$ cat src/rtl/base32_byte_encoder_defines.svh
// Assertion helpers used by the b32e_back encoder module.
// Both expect clk and rst_n in scope.
`ifndef BASE32_BYTE_ENCODER_DEFINES_SVH
`define BASE32_BYTE_ENCODER_DEFINES_SVH

// antecedent holds -> consequent holds in the same cycle
`define B32E_ASSERT_SAME(label, ante, cons, msg) \
    label: assert property (@(posedge clk) disable iff (!rst_n) (ante) |-> (cons)) \
        else $error(msg);

// antecedent holds -> consequent holds in the next cycle
`define B32E_ASSERT_NEXT(label, ante, cons, msg) \
    label: assert property (@(posedge clk) disable iff (!rst_n) (ante) |=> (cons)) \
        else $error(msg);

`endif

$ cat src/rtl/b32e_pkg.sv
`timescale 1ns / 1ps

package b32e_pkg;

    localparam int unsigned QUEUE_DEPTH = 2;

    localparam logic [7:0] PAD_CHAR   = 8'h3D;
    localparam logic [2:0] FULL_GROUP = 3'd4;
    localparam logic [3:0] KEEP_ALL   = 4'd8;
    localparam logic [2:0] LAST_SLOT  = 3'd7;
    localparam logic [4:0] NUM_LETTERS = 5'd26;

    // one 40-bit group handed from the front to the back
    typedef struct packed {
        logic [39:0] bits;
        logic [3:0]  keep;
        logic        last;
    } group_t;

    // symbol to ASCII: a..z then 1..6
    function automatic logic [7:0] sym_char(input logic [4:0] sym);
        logic [7:0] ch;
        if (sym < NUM_LETTERS)
        begin
            ch = 8'h61 + {3'b000, sym};
        end
        else
        begin
            ch = 8'h31 + {3'b000, sym - NUM_LETTERS};
        end
        return ch;
    endfunction

    // symbols kept for a final group of 1..4 bytes
    function automatic logic [3:0] kept_symbols(input logic [2:0] nbytes);
        logic [3:0] keep;
        case (nbytes)
            3'd1:    keep = 4'd2;
            3'd2:    keep = 4'd4;
            3'd3:    keep = 4'd5;
            3'd4:    keep = 4'd7;
            default: keep = KEEP_ALL;
        endcase
        return keep;
    endfunction

endpackage

$ cat src/rtl/b32e_stream_if.sv
`timescale 1ns / 1ps

interface b32e_byte_if;
    logic       valid;
    logic       ready;
    logic [7:0] data_byte;
    logic       final_byte;

    modport source (output valid, output data_byte, output final_byte, input ready);
    modport sink   (input valid, input data_byte, input final_byte, output ready);
endinterface

interface b32e_char_if;
    logic       valid;
    logic       ready;
    logic [7:0] out_char;
    logic       last_char;

    modport source (output valid, output out_char, output last_char, input ready);
    modport sink   (input valid, input out_char, input last_char, output ready);
endinterface

$ cat src/rtl/b32e_front.sv
`timescale 1ns / 1ps

module b32e_front
(
    input  logic                clk,
    input  logic                rst_n,
    b32e_byte_if.sink           bytes,
    output logic                grp_valid,
    input  logic                grp_ready,
    output b32e_pkg::group_t    grp
);

    logic [2:0] count_reg;
    logic [2:0] count_next;
    logic [7:0] pend_reg [4];
    logic       accept;
    logic       completes;
    logic [7:0] g [5];

    assign bytes.ready = grp_ready;
    assign accept      = bytes.valid && bytes.ready;
    assign completes   = bytes.final_byte || (count_reg == b32e_pkg::FULL_GROUP);
    assign grp_valid   = accept && completes;

    // zero-filled group: buffered bytes, then the new byte, then zeros
    always_comb
    begin
        for (int k = 0; k < 5; k++)
        begin
            if (k < 4 && 3'(k) < count_reg)
            begin
                g[k] = pend_reg[k % 4];
            end
            else if (3'(k) == count_reg)
            begin
                g[k] = bytes.data_byte;
            end
            else
            begin
                g[k] = 8'h00;
            end
        end
        grp.bits = {g[0], g[1], g[2], g[3], g[4]};
        grp.last = bytes.final_byte;
        if (count_reg == b32e_pkg::FULL_GROUP)
        begin
            grp.keep = b32e_pkg::KEEP_ALL;
        end
        else
        begin
            grp.keep = b32e_pkg::kept_symbols(count_reg + 3'd1);
        end
    end

    always_comb
    begin
        count_next = count_reg;
        if (accept)
        begin
            count_next = completes ? 3'd0 : count_reg + 3'd1;
        end
    end

    always_ff @(posedge clk or negedge rst_n)
    begin
        if (!rst_n)
        begin
            count_reg <= 3'd0;
        end
        else
        begin
            count_reg <= count_next;
        end
    end

    always_ff @(posedge clk)
    begin
        if (accept && !completes)
        begin
            pend_reg[count_reg[1:0]] <= bytes.data_byte;
        end
    end

endmodule

$ cat src/rtl/b32e_queue.sv
`timescale 1ns / 1ps

module b32e_queue
#(
    parameter int unsigned DEPTH = b32e_pkg::QUEUE_DEPTH
)
(
    input  logic                clk,
    input  logic                rst_n,
    input  logic                push_valid,
    output logic                push_ready,
    input  b32e_pkg::group_t    push_data,
    output logic                pop_valid,
    input  logic                pop_ready,
    output b32e_pkg::group_t    pop_data
);

    localparam int unsigned PW = (DEPTH > 1) ? $clog2(DEPTH) : 1;
    localparam int unsigned CW = $clog2(DEPTH + 1);

    b32e_pkg::group_t mem_reg [DEPTH];
    logic [PW-1:0] wr_ptr_reg;
    logic [PW-1:0] rd_ptr_reg;
    logic [CW-1:0] count_reg;
    logic          push;
    logic          pop;

    assign push_ready = (count_reg != CW'(DEPTH));
    assign pop_valid  = (count_reg != '0);
    assign pop_data   = mem_reg[rd_ptr_reg];
    assign push       = push_valid && push_ready;
    assign pop        = pop_valid && pop_ready;

    always_ff @(posedge clk or negedge rst_n)
    begin
        if (!rst_n)
        begin
            wr_ptr_reg <= '0;
            rd_ptr_reg <= '0;
            count_reg  <= '0;
        end
        else
        begin
            if (push)
            begin
                wr_ptr_reg <= (wr_ptr_reg == PW'(DEPTH - 1)) ? '0 : wr_ptr_reg + 1'b1;
            end
            if (pop)
            begin
                rd_ptr_reg <= (rd_ptr_reg == PW'(DEPTH - 1)) ? '0 : rd_ptr_reg + 1'b1;
            end
            if (push && !pop)
            begin
                count_reg <= count_reg + 1'b1;
            end
            else if (pop && !push)
            begin
                count_reg <= count_reg - 1'b1;
            end
        end
    end

    always_ff @(posedge clk)
    begin
        if (push)
        begin
            mem_reg[wr_ptr_reg] <= push_data;
        end
    end

endmodule

$ cat src/rtl/b32e_back.sv
`timescale 1ns / 1ps
`include "base32_byte_encoder_defines.svh"

module b32e_back
(
    input  logic                clk,
    input  logic                rst_n,
    input  logic                grp_valid,
    output logic                grp_ready,
    input  b32e_pkg::group_t    grp,
    b32e_char_if.source         chars
);

    logic [39:0] shift_reg;
    logic [3:0]  keep_reg;
    logic        last_reg;
    logic [2:0]  idx_reg;
    logic        busy_reg;
    logic        ovalid_reg;
    logic [7:0]  ochar_reg;
    logic        olast_reg;
    logic        out_free;
    logic        emit;
    logic        load;

    assign out_free  = !ovalid_reg || chars.ready;
    assign emit      = busy_reg && out_free;
    // next group may enter as the eighth character of this one goes out
    assign grp_ready = !busy_reg || (emit && idx_reg == b32e_pkg::LAST_SLOT);
    assign load      = grp_valid && grp_ready;

    assign chars.valid     = ovalid_reg;
    assign chars.out_char  = ochar_reg;
    assign chars.last_char = olast_reg;

    always_ff @(posedge clk or negedge rst_n)
    begin
        if (!rst_n)
        begin
            busy_reg   <= 1'b0;
            idx_reg    <= 3'd0;
            ovalid_reg <= 1'b0;
        end
        else
        begin
            if (emit)
            begin
                ovalid_reg <= 1'b1;
                idx_reg    <= idx_reg + 3'd1;
            end
            else if (out_free)
            begin
                ovalid_reg <= 1'b0;
            end
            if (load)
            begin
                busy_reg <= 1'b1;
            end
            else if (emit && idx_reg == b32e_pkg::LAST_SLOT)
            begin
                busy_reg <= 1'b0;
            end
        end
    end

    always_ff @(posedge clk)
    begin
        if (emit)
        begin
            if ({1'b0, idx_reg} < keep_reg)
            begin
                ochar_reg <= b32e_pkg::sym_char(shift_reg[39:35]);
            end
            else
            begin
                ochar_reg <= b32e_pkg::PAD_CHAR;
            end
            olast_reg <= last_reg && (idx_reg == b32e_pkg::LAST_SLOT);
        end
        if (load)
        begin
            shift_reg <= grp.bits;
            keep_reg  <= grp.keep;
            last_reg  <= grp.last;
        end
        else if (emit)
        begin
            shift_reg <= {shift_reg[34:0], 5'b00000};
        end
    end

    `B32E_ASSERT_SAME(a_load_at_boundary, load, !busy_reg || idx_reg == b32e_pkg::LAST_SLOT, "group loaded mid-group")
    `B32E_ASSERT_SAME(a_last_ends_group, chars.valid && chars.last_char, idx_reg == 3'd0, "last character not at group end")
    `B32E_ASSERT_SAME(a_keep_legal, busy_reg, keep_reg == 4'd2 || keep_reg == 4'd4 || keep_reg == 4'd5 || keep_reg == 4'd7 || keep_reg == b32e_pkg::KEEP_ALL, "bad symbol count")
    `B32E_ASSERT_NEXT(a_idle_idx_zero, !busy_reg, idx_reg == 3'd0 || busy_reg, "index left mid-group")

endmodule

$ cat src/rtl/base32_byte_encoder.sv
`timescale 1ns / 1ps
// Streaming Base32 encoder: bytes in on "bytes" (final_byte flags the last one), ASCII characters
// out on "chars", one word per cycle on each side unless stalled. Every five bytes, or the final
// byte of a shorter tail, yield eight characters from the alphabet a..z, 1..6, a short tail being
// padded with '=' and last_char marking the final character of the message. The output runs at
// one character per cycle while chars.ready holds; the character emitter sets the sustained rate.
// Bytes go in with no gap while the group queue has room (QUEUE_DEPTH groups); a completed group
// passes through the queue entry, the shift register and the output register before it shows.
module base32_byte_encoder
#(
    parameter int unsigned QUEUE_DEPTH = b32e_pkg::QUEUE_DEPTH
)
(
    input  logic        clk,
    input  logic        rst_n,
    b32e_byte_if.sink   bytes,
    b32e_char_if.source chars
);

    logic             f_valid;
    logic             f_ready;
    b32e_pkg::group_t f_grp;
    logic             b_valid;
    logic             b_ready;
    b32e_pkg::group_t b_grp;

    b32e_front u_front
    (
        .clk       (clk),
        .rst_n     (rst_n),
        .bytes     (bytes),
        .grp_valid (f_valid),
        .grp_ready (f_ready),
        .grp       (f_grp)
    );

    b32e_queue
    #(
        .DEPTH (QUEUE_DEPTH)
    )
    u_queue
    (
        .clk        (clk),
        .rst_n      (rst_n),
        .push_valid (f_valid),
        .push_ready (f_ready),
        .push_data  (f_grp),
        .pop_valid  (b_valid),
        .pop_ready  (b_ready),
        .pop_data   (b_grp)
    );

    b32e_back u_back
    (
        .clk       (clk),
        .rst_n     (rst_n),
        .grp_valid (b_valid),
        .grp_ready (b_ready),
        .grp       (b_grp),
        .chars     (chars)
    );

endmodule
$ cat src/flat_wrapper.sv
// flat-port wrapper written by rule: the top's interface ports become plain ports
module base32_byte_encoder_flat 
#(
    parameter int unsigned QUEUE_DEPTH = b32e_pkg::QUEUE_DEPTH
)
  (clk, rst_n, bytes_valid, bytes_data_byte, bytes_final_byte, bytes_ready, chars_valid, chars_out_char, chars_last_char, chars_ready);
  b32e_byte_if bytes_i ();
  b32e_char_if chars_i ();
  input  logic clk;
  input  logic rst_n;
  input wire logic [$bits(bytes_i.valid)-1:0] bytes_valid;
  input wire logic [$bits(bytes_i.data_byte)-1:0] bytes_data_byte;
  input wire logic [$bits(bytes_i.final_byte)-1:0] bytes_final_byte;
  output wire logic [$bits(bytes_i.ready)-1:0] bytes_ready;
  output wire logic [$bits(chars_i.valid)-1:0] chars_valid;
  output wire logic [$bits(chars_i.out_char)-1:0] chars_out_char;
  output wire logic [$bits(chars_i.last_char)-1:0] chars_last_char;
  input wire logic [$bits(chars_i.ready)-1:0] chars_ready;
  assign bytes_i.valid = bytes_valid;
  assign bytes_i.data_byte = bytes_data_byte;
  assign bytes_i.final_byte = bytes_final_byte;
  assign bytes_ready = bytes_i.ready;
  assign chars_valid = chars_i.valid;
  assign chars_out_char = chars_i.out_char;
  assign chars_last_char = chars_i.last_char;
  assign chars_i.ready = chars_ready;
  base32_byte_encoder #(.QUEUE_DEPTH(QUEUE_DEPTH)) u_core (.clk(clk), .rst_n(rst_n), .bytes(bytes_i), .chars(chars_i));
endmodule
$ cat config.mk
export PLATFORM = sky130hd
export DESIGN_NAME = base32_byte_encoder_flat
export DESIGN_NICKNAME = d
export VERILOG_FILES = /design/src/rtl/b32e_pkg.sv /design/src/rtl/b32e_stream_if.sv /design/src/rtl/b32e_front.sv /design/src/rtl/b32e_queue.sv /design/src/rtl/b32e_back.sv /design/src/rtl/base32_byte_encoder.sv /design/src/flat_wrapper.sv
export VERILOG_INCLUDE_DIRS = /design/src /design/src/rtl
export SDC_FILE = /design/constraint.sdc
export NUM_CORES = 1
export LEC_CHECK = 0
export BUFFER_PORTS_ARGS = -buffer_cell sky130_fd_sc_hd__buf_2
export CORE_UTILIZATION = 56
export CTS_CLUSTER_SIZE = 25
export DETAILED_ROUTE_END_ITERATION = 16
export PLACE_DENSITY = 0.81
export REMOVE_ABC_BUFFERS = 1
export SKIP_LAST_GASP = 1
export SLEW_MARGIN = 20
export SYNTH_ARGS = -nofsm -noshare
export SYNTH_HDL_FRONTEND = slang
export SYNTH_SLANG_ARGS = --single-unit
$ cat constraint.sdc
create_clock -name clk -period 4.5 [get_ports clk]
set_clock_uncertainty 0.15 [all_clocks]
set_input_delay 0.675 -clock clk [delete_from_list [all_inputs] [get_ports clk]]
set_output_delay 0.675 -clock clk [all_outputs]
set_load 0.05 [all_outputs]
==> impl_metrics.yaml, run 1 <==
outcome:
  status: "completed"
setup_path:
  crit_family: "simple AND/OR/NAND/NOR gates"
  reg2regPathDepth: 5
  timing.rr.start: "u_core.u_front.count_reg[0]"
  critPathLaunchType: "register"
  cp_cell_sequence: "inv_1 > ha_1 > a21oi_1 > nor2_1 > and2_2"
  cp_max_fo: 45
  cp.depth: 5
  cpPeakStageDelay_ns: 0.93
  crit_path_top_delay_cell: "and2_2"
  arrival_ns: 2.97
  crit_end: "u_core.u_queue.mem_reg[1][22]"
  end_kind: "register"
  crit_type: "reg2reg"
  critPathBufInv: 1
  startpoint: "u_core.u_front.count_reg[0]"
  required_ns: 4.40
  r2r_slack_ns: 1.43
  reg2reg_to: "u_core.u_queue.mem_reg[1][22]"
clock_tree:
  cts_num_sinks: 188
  clk_path_buf_depth: 2
  htreeDepth: 4
  cts_buffers: 17
  clock-root-buffer: "clkbuf_16"
  cts_resized: 0
  clkTransAtPathRegs_ns: 0.06
  cts_tree: "built"
  clock_latency_ns: 0.43
logic_synthesis:
  yosys.area.top_type: "edfxtp_1"
  syn_inst: 511
  synthFlopType: "edfxtp_1"
  ys_warn_count: 0
  synth.area.top_cells: "edfxtp_1 (66%), mux2_2 (6.9%), mux2_4 (5.4%)"
  ys_async_sr_fraction_pct: 6.38
  post_synth_num_cell_types: 45
  avgSynthCellArea_um2: 15.7
  synth_top_area_share_pct: 66.1
  yosysSeqAreaShare_pct: 69.8
  ys_seq_elements: 188
  synth-edff-count: 176
  synth.cell_area_um2: 8000
drt:
  avgRoutedWirePerCell_um: 18.8
  routed_wl_mm: 13.6
  ant_nets: 0
  dr.first_iter.drc_count: 323
  remaining_drc_errors: 0
  num_vias: 4068
  firstDrtPassIters: 5
  viasPerCell: 5.60
grt:
  grt_start_max_net_pins: 47
  grt.overflow.total: 0
  top_usage_layer: "met2"
  gr-usage-met3_pct: 3.98
  grtUsageMet1_pct: 25.9
  grt_pass1_wl_mm: 21.6
  antenna_found_initial: 0
  grt_use_total_pct: 20.5
  grtUsageMet2_pct: 34.0
  grt_pass1_vias: 4122
sta:
  fmax_mhz: 325
  hold_viol_final: 0
  hold_ws_ns: 0.331
  fin_ws_ns: 1.43
  slew_violations: 0
  fin_crit_sh_pct: 68.3
  period_needed_ns: 3.07
  final.setup.tns_ns: 0
  rsz0062_at_grt: "false"
  setup_viol: 0
  relSlewSlack_pct: 27.0
  worst_slew_pin_slew_ns: 1.10
cells_and_area:
  drive_gt1_share_pct: 25.8
  finalNetCount: 563
  area_growth_pct: 10.3
  n_fill_cell: 970
  n_antenna_cell: 0
  utilization_pct: 63.3
  largest_reg_flops: 90
floorplan:
  ios: 24
  die_x_um: 122
  rows: 43
  start_util_pct: 57.4
  dieArea_um2: 14800
  dieHeight_um: 122
  coreArea_um2: 13900
pwr:
  ir_worst_vdd_uv: 318
  p_leak_nw: 3.18
  powerDensity_nw_per_um2: 668
run:
  maxCapViolations: 0
placed_design:
  port_buffers: 23
  dp_slack_ns: 1.46
  gp_congestion: 0.885
  dp.final_hpwl_mm: 8.67
hold_path:
  hold_class: "reg2reg"
==> power breakdown <==
part / switching (mW) / internal [mW]
combinational: 0.873 / 0.700
sequential: 0.277 / 2.52
clock: 0.607 / 0.922
==> Yosys cell counts, types with 2 or more instances <==
library cell / count
or3_1: 2
and2_1: 7
buf_2: 8
mux2_2: 49
o211ai_1: 2
mux2i_1: 6
a21boi_0: 3
clkbuf_1: 8
dfrtp_1: 12
ha_1: 17
or2_2: 4
nor3_1: 4
nor2b_1: 2
o21ai_0: 31
xor2_1: 4
o22ai_1: 2
nor2_1: 13
edfxtp_1: 176
nand2_1: 77
buf_12: 3
inv_1: 8
and3_1: 9
xnor2_1: 5
mux2_4: 29
o21ai_1: 3
a31oi_1: 2
a21oi_1: 4
nand2b_1: 4
==> cells by family after synthesis <==
group	share of synthesized area (%)
buf+inv	2.39
compound gates	4.00
xor+xnor	0.985
mux	13.1
fa+ha+maj	2.66
flops	69.8
simple gates	7.07
==> layout by cell type, fill, tap and decap left out, types with 8 or more instances in the layout <==
master and count:
mux2_2 49, nor2_1 13, ha_1 17, and3_1 9, o21ai_0 31, nand2_1 76
mux2_4 29, clkbuf_16 17, buf_2 23, dfrtp_1 11, edfxtp_1 176, inv_1 8
==> cell type report <==
type	instances	area [µm²]	share of cell area, %
clock buffers	19	433	4.90
clock inverters	13	174	1.97
repair buffers	26	140	1.59
multi-input cells	291	2230	25.3
flip-flops and latches	188	5590	63.3
well taps	180	225	2.55
inverters	9	33.8	0.383
==> timing repair <==
action	in CTS	in global routing
buffers inserted	0	0
endpoints found under the hold margin	12	0
hold buffers	1	0
==> metal layers <==
layer / share of wire (%) / wire [µm]
met3: 4.5 / 615
met2: 51 / 6890
met5: 0 / 0
met1: 42 / 5790
met4: 2.4 / 328
==> how the worst min path moves through the flow <==
| stage | from | end | slack [ns] | cells past startpoint |
|---|---|---|---|---|
| after floorplan | rst_n | u_core.u_back.busy_reg | 0.23 | 0 |
| after global placement | u_core.u_back.busy_reg | u_core.u_back.chars.valid | 0.31 | 1 |
| after detailed placement | u_core.u_back.busy_reg | u_core.u_back.chars.valid | 0.32 | 1 |
| after CTS | bytes_final_byte | u_core.u_queue.mem_reg[1][0] | 0.33 | 1 |
| after global routing | bytes_final_byte | u_core.u_queue.mem_reg[0][0] | 0.34 | 1 |
| final | u_core.u_back.busy_reg | u_core.u_back.chars.valid | 0.33 | 1 |
==> metrics by stage <==
| step | area [µm²] | total power, mW | std cells |
|---|---|---|---|
| floorplan | 7840 | 3.96 | 488 |
| global placement | 8210 | 4.31 | 693 |
| detailed placement | 8210 | 4.40 | 693 |
| CTS | 8830 | 5.94 | 726 |
| global route | 8830 | 6.18 | 726 |
| finish | 8830 | 5.90 | 726 |
No activity file was read; power rests on OpenSTA's default activity.
==> inputs of run 2 (changes only) <==
ABC_AREA = 1   (was not set)
CORE_UTILIZATION = 60   (was 56)
PLACE_DENSITY = 0.82   (was 0.81)
clock period = 3.1 ns   (was 4.5 ns; I/O delays follow)
==> run 2 against run 1 <==
Core utilization grew 5.3 points. Combinational power is 67% higher. Via count increased by 24%. Fmax is 20% higher. Clock-buffer cell count down 2. Sequential share of layout area increased by 0.63 points. Final cell count is 26% higher. First-iteration DRC count grew 74%. Routed wire length rose by 13%.
==> impl_metrics.yaml, run 2 <==
logic_synthesis:
  synthTopCellsByCount: "nand2_1 (309), edfxtp_1 (176), inv_1 (42), nor2_1 (30), o21ai_0 (29)"
  yosysSeqAreaShare_pct: 70.5
  synth.area.top_cells: "edfxtp_1 (67%), nand2_1 (15%), dfrtp_1 (3.8%)"
  synth-edff-count: 176
  synth-simple-area-share_pct: 18.2
  avgSynthCellArea_um2: 11.3
  synth_xor_area_share_pct: 0.869
  ys_seq_elements: 188
  ys_warn_count: 0
  synthFlopType: "edfxtp_1"
  synth_most_common_cell: "nand2_1"
  yosys.area.top_type: "edfxtp_1"
  synth.cell_area_um2: 7920
  synth_compound_area_share_pct: 3.40
  synth_mux_area_share_pct: 0.126
  synth_top_family_by_area: "simple AND/OR/NAND/NOR gates"
  synth_fa_ha_area_share_pct: 2.69
  synth_top_area_share_pct: 66.7
  post_synth_num_cell_types: 29
  syn_inst: 703
  ys_async_sr_fraction_pct: 6.38
sta:
  slew_violations: 0
  fmax_mhz: 389
  period_needed_ns: 2.57
  setup_viol: 0
  fin_crit_sh_pct: 82.9
  fin_ws_ns: 0.531
  rsz0062_at_grt: "false"
  relSlewSlack_pct: 47.7
  worst_slew_pin_slew_ns: 0.784
  hold_viol_final: 0
drt:
  routed_wl_mm: 15.4
  firstDrtPassIters: 6
  ant_nets: 0
  remaining_drc_errors: 0
  avgRoutedWirePerCell_um: 16.8
  num_vias: 5055
  viasPerCell: 5.52
  dr.first_iter.drc_count: 561
clock_tree:
  cts_buffers: 17
  cts_num_sinks: 188
  cts_tree: "built"
  post-cts-setup-buffers: 0
  clkTransAtPathRegs_ns: 0.07
  clk_path_buf_depth: 2
  clock_latency_ns: 0.43
  clock-root-buffer: "clkbuf_16"
  htreeDepth: 4
setup_path:
  critPathBufInv: 2
  required_ns: 3.01
  crit_path_top_delay_cell: "dfrtp_1"
  crit_family: "buffers and inverters"
  critPathLaunchType: "register"
  arrival_ns: 2.48
  path_common_cell: "nand2_1"
  cp.depth: 7
  cpPeakStageDelay_ns: 0.58
  crit_type: "reg2reg"
  reg2regPathDepth: 7
  cp_cell_sequence: "inv_1 > ha_1 > nand2_1 > nand2_1 > nand2_1 > nor2_4 > buf_4"
  end_kind: "register"
  cp_max_fo: 46
cells_and_area:
  drive_gt1_share_pct: 10.6
  largest_reg_flops: 90
  area_growth_pct: 10.3
  finalNetCount: 760
  n_antenna_cell: 0
  final_cell_mix: "nand2_1 (309), edfxtp_1 (176), inv_1 (42), o21ai_0 (29), nor2_1 (29)"
  fin_area_um2: 8740
  layout_commonest_cell: "nand2_1"
  n_fill_cell: 890
pwr:
  p_leak_nw: 3.66
  power.internal_mw: 5.55
  ir_worst_vdd_uv: 768
  netSwitchingFraction_pct: 36.6
  powerDensity_nw_per_um2: 1000
  pwr-share-seq_pct: 46.7
  p_comb_share_pct: 30.0
  power.net_switching_mw: 3.20
  pwr-share-clk_pct: 23.3
grt:
  grt.overflow.total: 0
  antenna_found_initial: 0
  grt_use_total_pct: 24.5
  grt_start_max_net_pins: 47
  grt_pass1_vias: 4635
  grt_pass1_wl_mm: 24.2
floorplan:
  ios: 24
  dieArea_um2: 13700
  start_util_pct: 62.2
  dieHeight_um: 117
  rows: 41
  die_x_um: 117
  coreArea_um2: 12700
placed_design:
  port_buffers: 23
  dpl_cell_area_um2: 8170
  dp_slack_ns: 0.566
  gp_congestion: 0.851
  dp.final_hpwl_mm: 9.57
hold_path:
  hold_class: "in2reg"
  min_path_cells: 1
run:
  maxCapViolations: 0
outcome:
  status: "completed"
==> run 2: changes by cell type after synthesis, sizes merged, moves of 5 or more <==
cell and delta:
nand2 +233, mux2 -78, inv +42, nor2 +21
nand3 +14, o21ai +10, and3 -9, and2 -7
nand4 +7, clkbuf -5, mux2i -5, nand2b -5
or2 -5
==> run 2: logic make-up (layout without fill, tap and decap cells) <==
family,Yosys count,in the layout
simple gates,366,366
flops,188,188
buf+inv,72,112
compound gates,52,52
fa+ha+maj,17,17
xor+xnor,7,7
mux,1,1
==> run 2: what timing repair did <==
action,CTS,global route
resized for setup,0,0
hold endpoints to repair,12,0
hold buffers,1,0
==> run 2: area by class of cell <==
class                   instances  area, µm²  area share, %
clock inverters                15        133           1.52
repair buffers                 30        170           1.95
flip-flops and latches        188       5590           63.9
multi-input cells             443       2020           23.1
clock buffers                  17        425           4.87
inverters                      50        193           2.21
well taps                     172        215           2.46
==> run 2: worst paths after layout <==
| check | start | endpoint | slack (ns) |
|---|---|---|---|
| worst max-delay path | u_core.u_front.count_reg[0] | u_core.u_queue.mem_reg[1][36] | 0.53 |
| worst min-delay path | bytes_final_byte | u_core.u_queue.mem_reg[1][0] | 0.13 |
| worst max register to register | u_core.u_front.count_reg[0] | u_core.u_queue.mem_reg[1][36] | 0.53 |
| worst min register to register | u_core.u_back.last_reg | u_core.u_back.chars.last_char | 0.36 |
| max in group asynchronous | rst_n | u_core.u_front.count_reg[1] | 2.28 |
| min in group asynchronous | rst_n | u_core.u_back.chars.valid | 0.29 |
==> run 2: power by group through the flow <==
| stage | Clock [mW] | Combinational [mW] | Sequential [mW] |
|---|---|---|---|
| after floorplan | 0 | 1.60 | 4.31 |
| after global placement | 0 | 2.44 | 4.10 |
| after detailed placement | 0 | 2.57 | 4.13 |
| after CTS | 2.05 | 2.61 | 4.09 |
| after global routing | 2.16 | 2.94 | 4.15 |
| final | 2.04 | 2.62 | 4.09 |
==> run 2: per-stage QoR <==
| step | std cells | setup TNS, ns | hold WS [ns] | power (mW) | util (%) |
|---|---|---|---|---|---|
| finish | 915 | 0 | 0.127 | 8.75 | 68.7 |
| detailed placement | 882 | 0 | 0.217 | 6.70 | 64.2 |
| CTS | 915 | 0 | 0.108 | 8.75 | 68.7 |
| global route | 915 | 0 | 0.113 | 9.25 | 68.7 |
| global placement | 882 | 0 | 0.212 | 6.54 | 64.2 |
| floorplan | 681 | -32.23 | 0.0194 | 5.91 | - |
==> run 2: metal layers <==
layer	global-route usage [%]	vias to the layer above	share of wire (%)
met5	0	-	0
met4	8.78	0	2.1
met3	4.84	29	6.5
met2	38.2	213	49
met1	35.0	2421	43
li1	-	2392	-
==> inputs of run 3 (changes only) <==
ABC_AREA = 0   (was 1)
clock period = 2.6 ns   (was 3.1 ns; I/O delays follow)
==> run 3 against run 2 <==
Die area rose by 1.0%. First-iteration DRC count is 31% lower. Sequential cell count is the same. Final area grew 2.1%. Largest power group unchanged. Highest routed layer unchanged.
==> impl_metrics.yaml, run 3 (same netlist as run 1, synthesis figures left out) <==
cells_and_area:
  layout_commonest_cell: "edfxtp_1"
  largest_reg_flops: 90
  seq_area_um2: 5590
  drive_gt1_share_pct: 27.3
  n_fill_cell: 813
  multi_input_area_um2: 2230
  final_cell_mix: "edfxtp_1 (176), nand2_1 (77), mux2_2 (49), o21ai_0 (31), mux2_4 (29)"
  finalNetCount: 574
  area_growth_pct: 11.5
  n_antenna_cell: 0
floorplan:
  die_x_um: 117
  dieHeight_um: 117
  coreArea_um2: 12800
  rows: 41
  start_util_pct: 62.4
  ios: 24
  dieArea_um2: 13800
setup_path:
  crit_type: "reg2reg"
  cp_max_fo: 21
  required_ns: 2.54
  arrival_ns: 2.24
  reg2reg_to: "u_core.u_back.shift_reg[11]"
  end_kind: "register"
  reg2regPathDepth: 7
  crit_path_top_delay_cell: "dfrtp_1"
  timing.rr.start: "u_core.u_back.idx_reg[0]"
  critPathLaunchType: "register"
  cp_cell_sequence: "ha_1 > ha_1 > a21bo_1 > o21a_2 > clkinv_1 > nand2_1 > buf_4"
  cpPeakStageDelay_ns: 0.38
  path_common_cell: "ha_1"
  r2r_slack_ns: 0.30
sta:
  hold_viol_final: 0
  setup_viol: 0
  fmax_mhz: 436
  hold_ws_ns: 0.0754
  rsz0062_at_grt: "false"
  fin_crit_sh_pct: 88.3
  slew_violations: 0
  period_needed_ns: 2.30
  worst_slew_pin_slew_ns: 0.607
  fin_ws_ns: 0.304
  relSlewSlack_pct: 59.5
pwr:
  ir_worst_vdd_uv: 711
  p_leak_nw: 3.24
  powerDensity_nw_per_um2: 1150
  fin_total_pwr_mw: 10.3
clock_tree:
  cts_tree: "built"
  post-cts-setup-buffers: 0
  clkTransAtPathRegs_ns: 0.06
  cts_resized: 0
  cts_buffers: 17
  cts_num_sinks: 188
  htreeDepth: 4
  holdBufCountCts: 1
  clock-root-buffer: "clkbuf_16"
  clk_path_buf_depth: 2
  clock_latency_ns: 0.43
grt:
  grt_pass1_vias: 4298
  grt_start_max_net_pins: 41
  grt_use_total_pct: 22.4
  grt.overflow.total: 0
  grt_pass1_wl_mm: 22.7
  antenna_found_initial: 0
run:
  maxCapViolations: 0
hold_path:
  min_path_cells: 1
  hold_start: "bytes_final_byte"
  hold_end: "u_core.u_queue.mem_reg[0][0]"
  hold_class: "in2reg"
drt:
  viasPerCell: 5.82
  num_vias: 4243
  avgRoutedWirePerCell_um: 19.9
  firstDrtPassIters: 5
  remaining_drc_errors: 0
  routed_wl_mm: 14.5
  ant_nets: 0
  dr.first_iter.drc_count: 387
placed_design:
  gp_congestion: 0.832
  dp_slack_ns: 0.368
  port_buffers: 23
  dp.final_hpwl_mm: 8.90
outcome:
  status: "completed"
[run 3: changes by cell type in the layout (fill, tap and decap cells not counted), moves of 12 or more]
cell	previous run	this run
mux2_4	0	29
o21ai_1	15	3
mux2_2	0	49
nor2_1	29	13
inv_1	42	8
nand3_1	14	1
nand2_1	309	77
[run 3: metal layers]
metal  share of wire (%)  track usage (%)  routed length [µm]  up-vias
met4                 2.6             10.4                 383        0
met2                  52             38.0                7600      182
met3                 5.9             5.23                 851       35
met1                  39             27.4                5650     2074
li1                    -                -                   -     1952
met5                   0                0                   0        -
[run 3: layout make-up]
class                   count  area share (%)
clock inverters            11            1.60
well taps                 172            2.41
multi-input cells         291            25.0
flip-flops and latches    188            62.6
repair buffers             37            2.78
inverters                   9           0.379
clock buffers              21            5.16
[run 3: power breakdown]
group / total (mW) / internal (mW) / switching, mW
sequential: 4.71 / 4.36 / 0.348
combinational: 2.98 / 1.30 / 1.68
clock: 2.60 / 1.56 / 1.04
[run 3: worst max-delay path: cells and delay by family (launching register included)]
family | cells | cell delay (ns)
compound gates | 2 | 0.30
fa+ha+maj | 2 | 0.35
flops | 1 | 0.38
simple gates | 1 | 0.19
buf+inv | 2 | 0.59
[run 3: how the worst max path moves through the flow]
stage	startpoint	endpoint	slack, ns	depth (start not counted)
floorplan	u_core.u_queue.count_reg[0]	u_core.u_queue.mem_reg[0][0]	-2.31	3
global placement	u_core.u_back.idx_reg[0]	u_core.u_back.shift_reg[9]	0.46	7
detailed placement	u_core.u_front.count_reg[1]	u_core.u_queue.mem_reg[0][40]	0.37	6
CTS	u_core.u_back.idx_reg[0]	u_core.u_back.shift_reg[11]	0.31	7
global route	u_core.u_front.count_reg[1]	u_core.u_queue.mem_reg[0][38]	0.20	6
finish	u_core.u_back.idx_reg[0]	u_core.u_back.shift_reg[11]	0.30	7
[run 3: stage by stage]
stage | instance area (µm²) | std cells | utilization (%) | TNS (ns)
5_1_grt | 8920 | 729 | 69.5 | 0
3_3_place_gp | 8310 | 696 | 64.8 | 0
3_5_place_dp | 8310 | 696 | 64.8 | 0
6_report | 8920 | 729 | 69.5 | 0
2_1_floorplan | 7840 | 488 | - | -212.47
4_1_cts | 8920 | 729 | 69.5 | 0
